`config.mk`:
```
export PLATFORM = sky130hd
export DESIGN_NAME = aqr_ctrl
export DESIGN_NICKNAME = d
export VERILOG_FILES = /design/src/aqr_pkg.sv /design/src/aqr_ctrl.sv
export SDC_FILE = /design/constraint.sdc
export NUM_CORES = 1
export LEC_CHECK = 0
export BUFFER_PORTS_ARGS = -buffer_cell sky130_fd_sc_hd__buf_2
export CAP_MARGIN = 20
export CORE_MARGIN = 2
export CORE_UTILIZATION = 35
export DETAILED_ROUTE_END_ITERATION = 7
export HOLD_SLACK_MARGIN = 0.15
export PLACE_DENSITY = 0.6
export SYNTH_ARGS = -nofsm -noshare
export SYNTH_HDL_FRONTEND = slang
export SYNTH_SLANG_ARGS = --single-unit
```
`constraint.sdc`:
```
create_clock -name clock -period 8.8 [get_ports clock]
set_input_delay 1.76 -clock clock [delete_from_list [all_inputs] [get_ports clock]]
set_output_delay 1.76 -clock clock [all_outputs]
set_load 0.005 [all_outputs]
```
`src/aqr_pkg.sv`:
```
// ----------------------------------------------------------------------------
// aqr_pkg
// Shared widths, operation and status codes, and the slot memory command type
// for the array queue with prefix reverse.
// ----------------------------------------------------------------------------
package aqr_pkg;

   localparam int DEPTH_DEFAULT = 256;
   localparam int DATA_W        = 32;
   localparam int KW            = 9;
   localparam int CAP_W         = 9;
   localparam int STATUS_W      = 3;
   localparam int OP_W          = 2;

   localparam logic [CAP_W-1:0] CAP_RESET = 9'd256;

   // request codes
   localparam logic [OP_W-1:0] OP_ENQ  = 2'd0;
   localparam logic [OP_W-1:0] OP_DEQ  = 2'd1;
   localparam logic [OP_W-1:0] OP_PEEK = 2'd2;
   localparam logic [OP_W-1:0] OP_REV  = 2'd3;

   // response status codes
   localparam logic [STATUS_W-1:0] RSP_OK      = 3'd0;
   localparam logic [STATUS_W-1:0] RSP_EMPTY   = 3'd1;
   localparam logic [STATUS_W-1:0] RSP_FULL    = 3'd2;
   localparam logic [STATUS_W-1:0] RSP_INVALID = 3'd3;
   localparam logic [STATUS_W-1:0] RSP_NOREV   = 3'd4;

   // write data source for the slot memory
   localparam logic [1:0] SRC_REQ  = 2'd0;
   localparam logic [1:0] SRC_RD_A = 2'd1;
   localparam logic [1:0] SRC_RD_B = 2'd2;

   typedef struct packed {
      logic       rd_en;
      logic       wr_en;
      logic [1:0] wr_src;
   } mem_cmd_type;

endpackage

```
`src/aqr_ctrl.sv`:
```
// ----------------------------------------------------------------------------
// aqr_ctrl
// Request sequencer: head/tail pointers, capacity register, status decisions,
// swap sequencing for the prefix reverse, and the response register.
// ----------------------------------------------------------------------------
module aqr_ctrl
   import aqr_pkg::*;
#(
   parameter int DEPTH = DEPTH_DEFAULT,
   localparam int AW = $clog2(DEPTH)
) (
   input  logic                       clock,
   input  logic                       reset,
   input  logic                       start,
   output logic                       busy,
   input  logic [OP_W-1:0]            req_type,
   input  logic [KW-1:0]              req_count_k,
   input  logic                       csr_wr_en,
   input  logic [CAP_W-1:0]           csr_wr_data,
   output mem_cmd_type                cmd,
   output logic [AW-1:0]              rd_addr_a,
   output logic [AW-1:0]              rd_addr_b,
   output logic [AW-1:0]              wr_addr,
   input  logic signed [DATA_W-1:0]   rd_data_a,
   output logic                       rsp_strobe,
   output logic signed [DATA_W-1:0]   rsp_data,
   output logic [STATUS_W-1:0]        rsp_status
);

   localparam int PTR_W = $clog2(DEPTH + 1);
   localparam int CW    = (PTR_W > KW) ? PTR_W : KW;

   localparam logic [1:0] S_IDLE = 2'd0;
   localparam logic [1:0] S_WLO  = 2'd1;
   localparam logic [1:0] S_WHI  = 2'd2;

   logic [1:0]          state_ff, state_in;
   logic [PTR_W-1:0]    head_ff, head_in;
   logic [PTR_W-1:0]    tail_ff, tail_in;
   logic [AW-1:0]       lo_ff, lo_in;
   logic [AW-1:0]       hi_ff, hi_in;
   logic [CAP_W-1:0]    cap_ff;
   logic                rsp_strobe_ff, rsp_strobe_in;
   logic                rsp_use_mem_ff, rsp_use_mem_in;
   logic [STATUS_W-1:0] rsp_status_ff, rsp_status_in;

   logic [PTR_W-1:0]    used;
   logic                is_full;
   logic                is_empty;
   logic [AW-1:0]       hi_start;
   logic [AW-1:0]       lo_next;
   logic [AW-1:0]       hi_next;
   logic                more_swaps;

   assign used     = tail_ff - head_ff;
   assign is_full  = (CW'(tail_ff) >= CW'(cap_ff)) || (tail_ff == PTR_W'(DEPTH));
   assign is_empty = (head_ff == tail_ff);
   // last index of the prefix; only taken as a swap end when it lies below the tail
   assign hi_start = AW'(CW'(head_ff) + CW'(req_count_k) - CW'(1));
   assign lo_next  = lo_ff + AW'(1);
   assign hi_next  = hi_ff - AW'(1);
   assign more_swaps = (({1'b0, lo_ff} + (AW+1)'(2)) < {1'b0, hi_ff});

   always_comb begin
      state_in       = state_ff;
      head_in        = head_ff;
      tail_in        = tail_ff;
      lo_in          = lo_ff;
      hi_in          = hi_ff;
      rsp_strobe_in  = 1'b0;
      rsp_use_mem_in = 1'b0;
      rsp_status_in  = rsp_status_ff;
      cmd            = '0;
      cmd.wr_src     = SRC_REQ;
      wr_addr        = tail_ff[AW-1:0];
      rd_addr_a      = head_ff[AW-1:0];
      rd_addr_b      = hi_start;
      case (state_ff)
         S_IDLE: begin
            if (start) begin
               cmd.rd_en     = 1'b1;
               rsp_strobe_in = 1'b1;
               rsp_status_in = RSP_OK;
               case (req_type)
                  OP_ENQ: begin
                     if (is_full) begin
                        rsp_status_in = RSP_FULL;
                     end else begin
                        cmd.wr_en = 1'b1;
                        tail_in   = tail_ff + PTR_W'(1);
                     end
                  end
                  OP_DEQ, OP_PEEK: begin
                     if (is_empty) begin
                        rsp_status_in = RSP_EMPTY;
                     end else begin
                        rsp_use_mem_in = 1'b1;
                        if (req_type == OP_DEQ) begin
                           head_in = head_ff + PTR_W'(1);
                        end
                     end
                  end
                  default: begin
                     if (req_count_k < KW'(2)) begin
                        rsp_status_in = RSP_NOREV;
                     end else if (CW'(req_count_k) > CW'(used)) begin
                        rsp_status_in = RSP_INVALID;
                     end else begin
                        // both ends are being read now; swap starts next cycle
                        rsp_strobe_in = 1'b0;
                        lo_in         = head_ff[AW-1:0];
                        hi_in         = hi_start;
                        state_in      = S_WLO;
                     end
                  end
               endcase
            end
         end
         S_WLO: begin
            cmd.wr_en  = 1'b1;
            cmd.wr_src = SRC_RD_B;
            wr_addr    = lo_ff;
            state_in   = S_WHI;
         end
         S_WHI: begin
            cmd.wr_en  = 1'b1;
            cmd.wr_src = SRC_RD_A;
            wr_addr    = hi_ff;
            lo_in      = lo_next;
            hi_in      = hi_next;
            rd_addr_a  = lo_next;
            rd_addr_b  = hi_next;
            if (more_swaps) begin
               cmd.rd_en = 1'b1;
               state_in  = S_WLO;
            end else begin
               rsp_strobe_in = 1'b1;
               rsp_status_in = RSP_OK;
               state_in      = S_IDLE;
            end
         end
         default: begin
            state_in = S_IDLE;
         end
      endcase
   end

   always_ff @(posedge clock) begin
      if (reset) begin
         state_ff       <= S_IDLE;
         head_ff        <= '0;
         tail_ff        <= '0;
         cap_ff         <= CAP_RESET;
         rsp_strobe_ff  <= 1'b0;
         rsp_use_mem_ff <= 1'b0;
      end else begin
         state_ff       <= state_in;
         head_ff        <= head_in;
         tail_ff        <= tail_in;
         rsp_strobe_ff  <= rsp_strobe_in;
         rsp_use_mem_ff <= rsp_use_mem_in;
         if (csr_wr_en) begin
            cap_ff <= csr_wr_data;
         end
      end
   end

   always_ff @(posedge clock) begin
      lo_ff         <= lo_in;
      hi_ff         <= hi_in;
      rsp_status_ff <= rsp_status_in;
   end

   assign busy       = (state_ff != S_IDLE);
   assign rsp_strobe = rsp_strobe_ff;
   assign rsp_status = rsp_status_ff;
   // read data is only meaningful for a successful dequeue or peek
   assign rsp_data   = rsp_use_mem_ff ? rd_data_a : '0;

endmodule

```
==> reports/qor.txt <==
Leak Pwr: 2.46 nW
Met1 Use GR: 25.1%
Final setup violation count: 0
Worst-path fanout max: 3
PortBufs: 120
Share of layout cells above drive strength 1: 22.2%
Critical path cell sequence: buf_2 -> inv_1 -> ha_1 -> inv_1 -> ha_1 -> inv_1 -> fa_1 -> inv_1 -> a21o_1 -> a21oi_1 -> o21ai_0 -> xnor2_1 -> o21ai_0 -> buf_2
Core area: 12000 um^2
Fin cells: 778
Placed Area: 5010 um^2
Post-synth net total: 639
Die Y: 115 um
Drt first pass iters: 4
Seq/Total Area, Yosys: 27.7%
Met2 usage: 31.9%
Ys flop type: dfxtp_1
Die Width: 115 um
Design Area, Final: 5190 um^2
Critical path class: in -> out
Worst-Margin Slew: 0.686 ns
Fin crit period: 5.63 ns
Total power: 0.000959 W
Cell Pwr Density: 185 nW/um^2
Worst rel slew slack: 54.3%
Asr flop ratio synth: 0%
Commonest non-fill, non-tap cell in the layout: buf_2
Achievable Freq: 177 MHz
Hold Buf Count CTS: 0
Placed insts: 770
Total GRT Usage: 18.6%
Largest net degree at the start of global routing: 47
Crit-path slowest cell: fa_1
Mapped Area: 4300 um^2
First-pass GRT wire length: 19300 um
Initial antenna violation count: 0
Detail Placement HPWL: 9980 um
VDD IR max: 89.9 uV
Vias in the first global route: 3885
Hold WC Path Type: reg -> reg
Startpoint Class: input pin
CP peak stage delay: 0.40 ns
Pre-CTS setup slack: 3.14 ns
Nets: 748
Clock Tree Buf Depth: 2
Crit path DAT: 3.87 ns
CP endpoint kind: output port
Worst path required time: 7.04 ns
Clock root buffer master: clkbuf_16
Total global routing overflow: 0
# diodes: 0
CTS Sinks: 50
Synth area leader: ha_1
Clk_lat worst skew: 0.30 ns
Netlist cell types: 45
Yosys reg bits: 50
Mean Syn Cell Area: 8.25 um^2
Num CTS Buffers: 5
Clk_skew: 0.00992 ns
CTS tree: yes
Cell count after synthesis: 521
GP Congestion: 0.885
CTS clk-pin slew, worst paths: 0.08 ns
Final hold vios: 0
Number of synthesized flops with an enable pin: 19
Maxcap violations: 0
Top cell type's share of synthesized area: 17.5%
Die area: 13200 um^2
Synth area leaders: ha_1, dfxtp_1, edfxtp_1
WL final: 12200 um
I/O pin cnt: 121
Busiest grt layer: met2
Fin. max-slew vios: 0
Period utilization: 64.0%
Drt drc: 0
H-tree depth: 2
Synth warn: 0
Wire length per cell: 15.7 um
Post_cts resized: 0
Most frequent CP cell: inv_1
Most frequent cells in the layout: buf_2, nor2_1, inv_1
Initial DRC count: 270
Postcts setup bufs: 0
Setup_tns: 0 ns
Met3 global-route usage: 1.95%
Vias/cell: 5.15
Via Count: 4005
Status: complete, no violations
Antenna-violating nets left: 0
RSZ-0062 raised after global routing: false
P&R area growth vs syn: 20.7%
Worst Slack Setup Final: 3.17 ns
Rows: 40
Starting Density: 35.8%
## report_power, final
group          internal [W]  switching, W
sequential         0.000292     0.0000491
clock              0.000137     0.0000976
combinational      0.000161      0.000223
## kinds of logic (layout without fill, tap and decap cells)
kind of cell | after synthesis | count (layout) | share of synthesized area [%]
xor gates and xnor gates | 41 | 41 | 8.36
buffers and inverters | 81 | 191 | 7.25
and+or+nand+nor | 180 | 180 | 21.1
muxes | 16 | 16 | 3.81
adders and majority gates | 62 | 62 | 18.4
DFF | 50 | 50 | 27.7
AOI/OAI and AO/OA | 91 | 91 | 13.4
## cell usage after synthesis, types with 5 or more instances
master     n
a21oi_1   39
nor3_1     5
xnor2_1   28
o21ai_0   14
nor2b_1    5
and2_1    32
inv_1     61
clkbuf_1  17
ha_1      60
dfxtp_1   31
nand3_1   16
nand2_1   30
a21o_1     6
nand4_1    7
nor2_1    61
nor4_1     6
a211oi_1   5
mux2i_1   13
xor2_1    13
edfxtp_1  19
a22oi_1    9
## registers in the layout, indices dropped and copies added (netlist names)
register / flops
rsp_status: 3
tail_ff: 9
state_ff: 2
rsp_strobe: 1
head_ff: 9
lo_ff: 8
cap_ff: 9
rsp_use_mem_ff: 1
hi_ff: 8
## through the flow
step | hold slack [ns] | util (%)
global placement | 0.477 | 41.7
detailed placement | 0.487 | 41.7
global route | 0.533 | 43.2
floorplan | 0.459 | -
finish | 0.490 | 43.2
CTS | 0.499 | 43.2
## path summary, 6_finish.rpt
kind                           start                       end  slack (ns)  cells after the start
max reg2reg  tail_ff[0]$_SDFFE_PP0P_  state_ff[0]$_SDFFE_PP0P_        4.46                     16
max                   req_count_k[1]              rd_addr_b[7]        3.17                     14
min reg2reg   cap_ff[8]$_SDFFE_PP1P_    cap_ff[8]$_SDFFE_PP1P_        0.49                      2
min           cap_ff[8]$_SDFFE_PP1P_    cap_ff[8]$_SDFFE_PP1P_        0.49                      2
## per-layer routing
layer	wire, um	up-vias	share of wire, %
met5	0	-	0
met4	150	0	1.2
met3	713	15	5.9
met2	5790	151	48
met1	5530	1831	45
li1	-	2008	-
## critical path, delay by kind of cell
family / cells / cell delay [ns]
adders and majority gates: 3 / 0.85
xor gates and xnor gates: 1 / 0.10
buffers and inverters: 6 / 0.50
AOI/OAI and AO/OA: 4 / 0.65
## layout make-up
| type | count | area (um^2) |
|---|---|---|
| inverter | 61 | 229 |
| timing repair buffer | 122 | 616 |
| fill | 1231 | 6830 |
| multi-input combinational | 390 | 2790 |
| clock buffer | 5 | 125 |
| tap | 147 | 184 |
| clock inverter | 3 | 47.5 |
| sequential | 50 | 1190 |
Note: power is estimated with default switching activity, not from simulation.
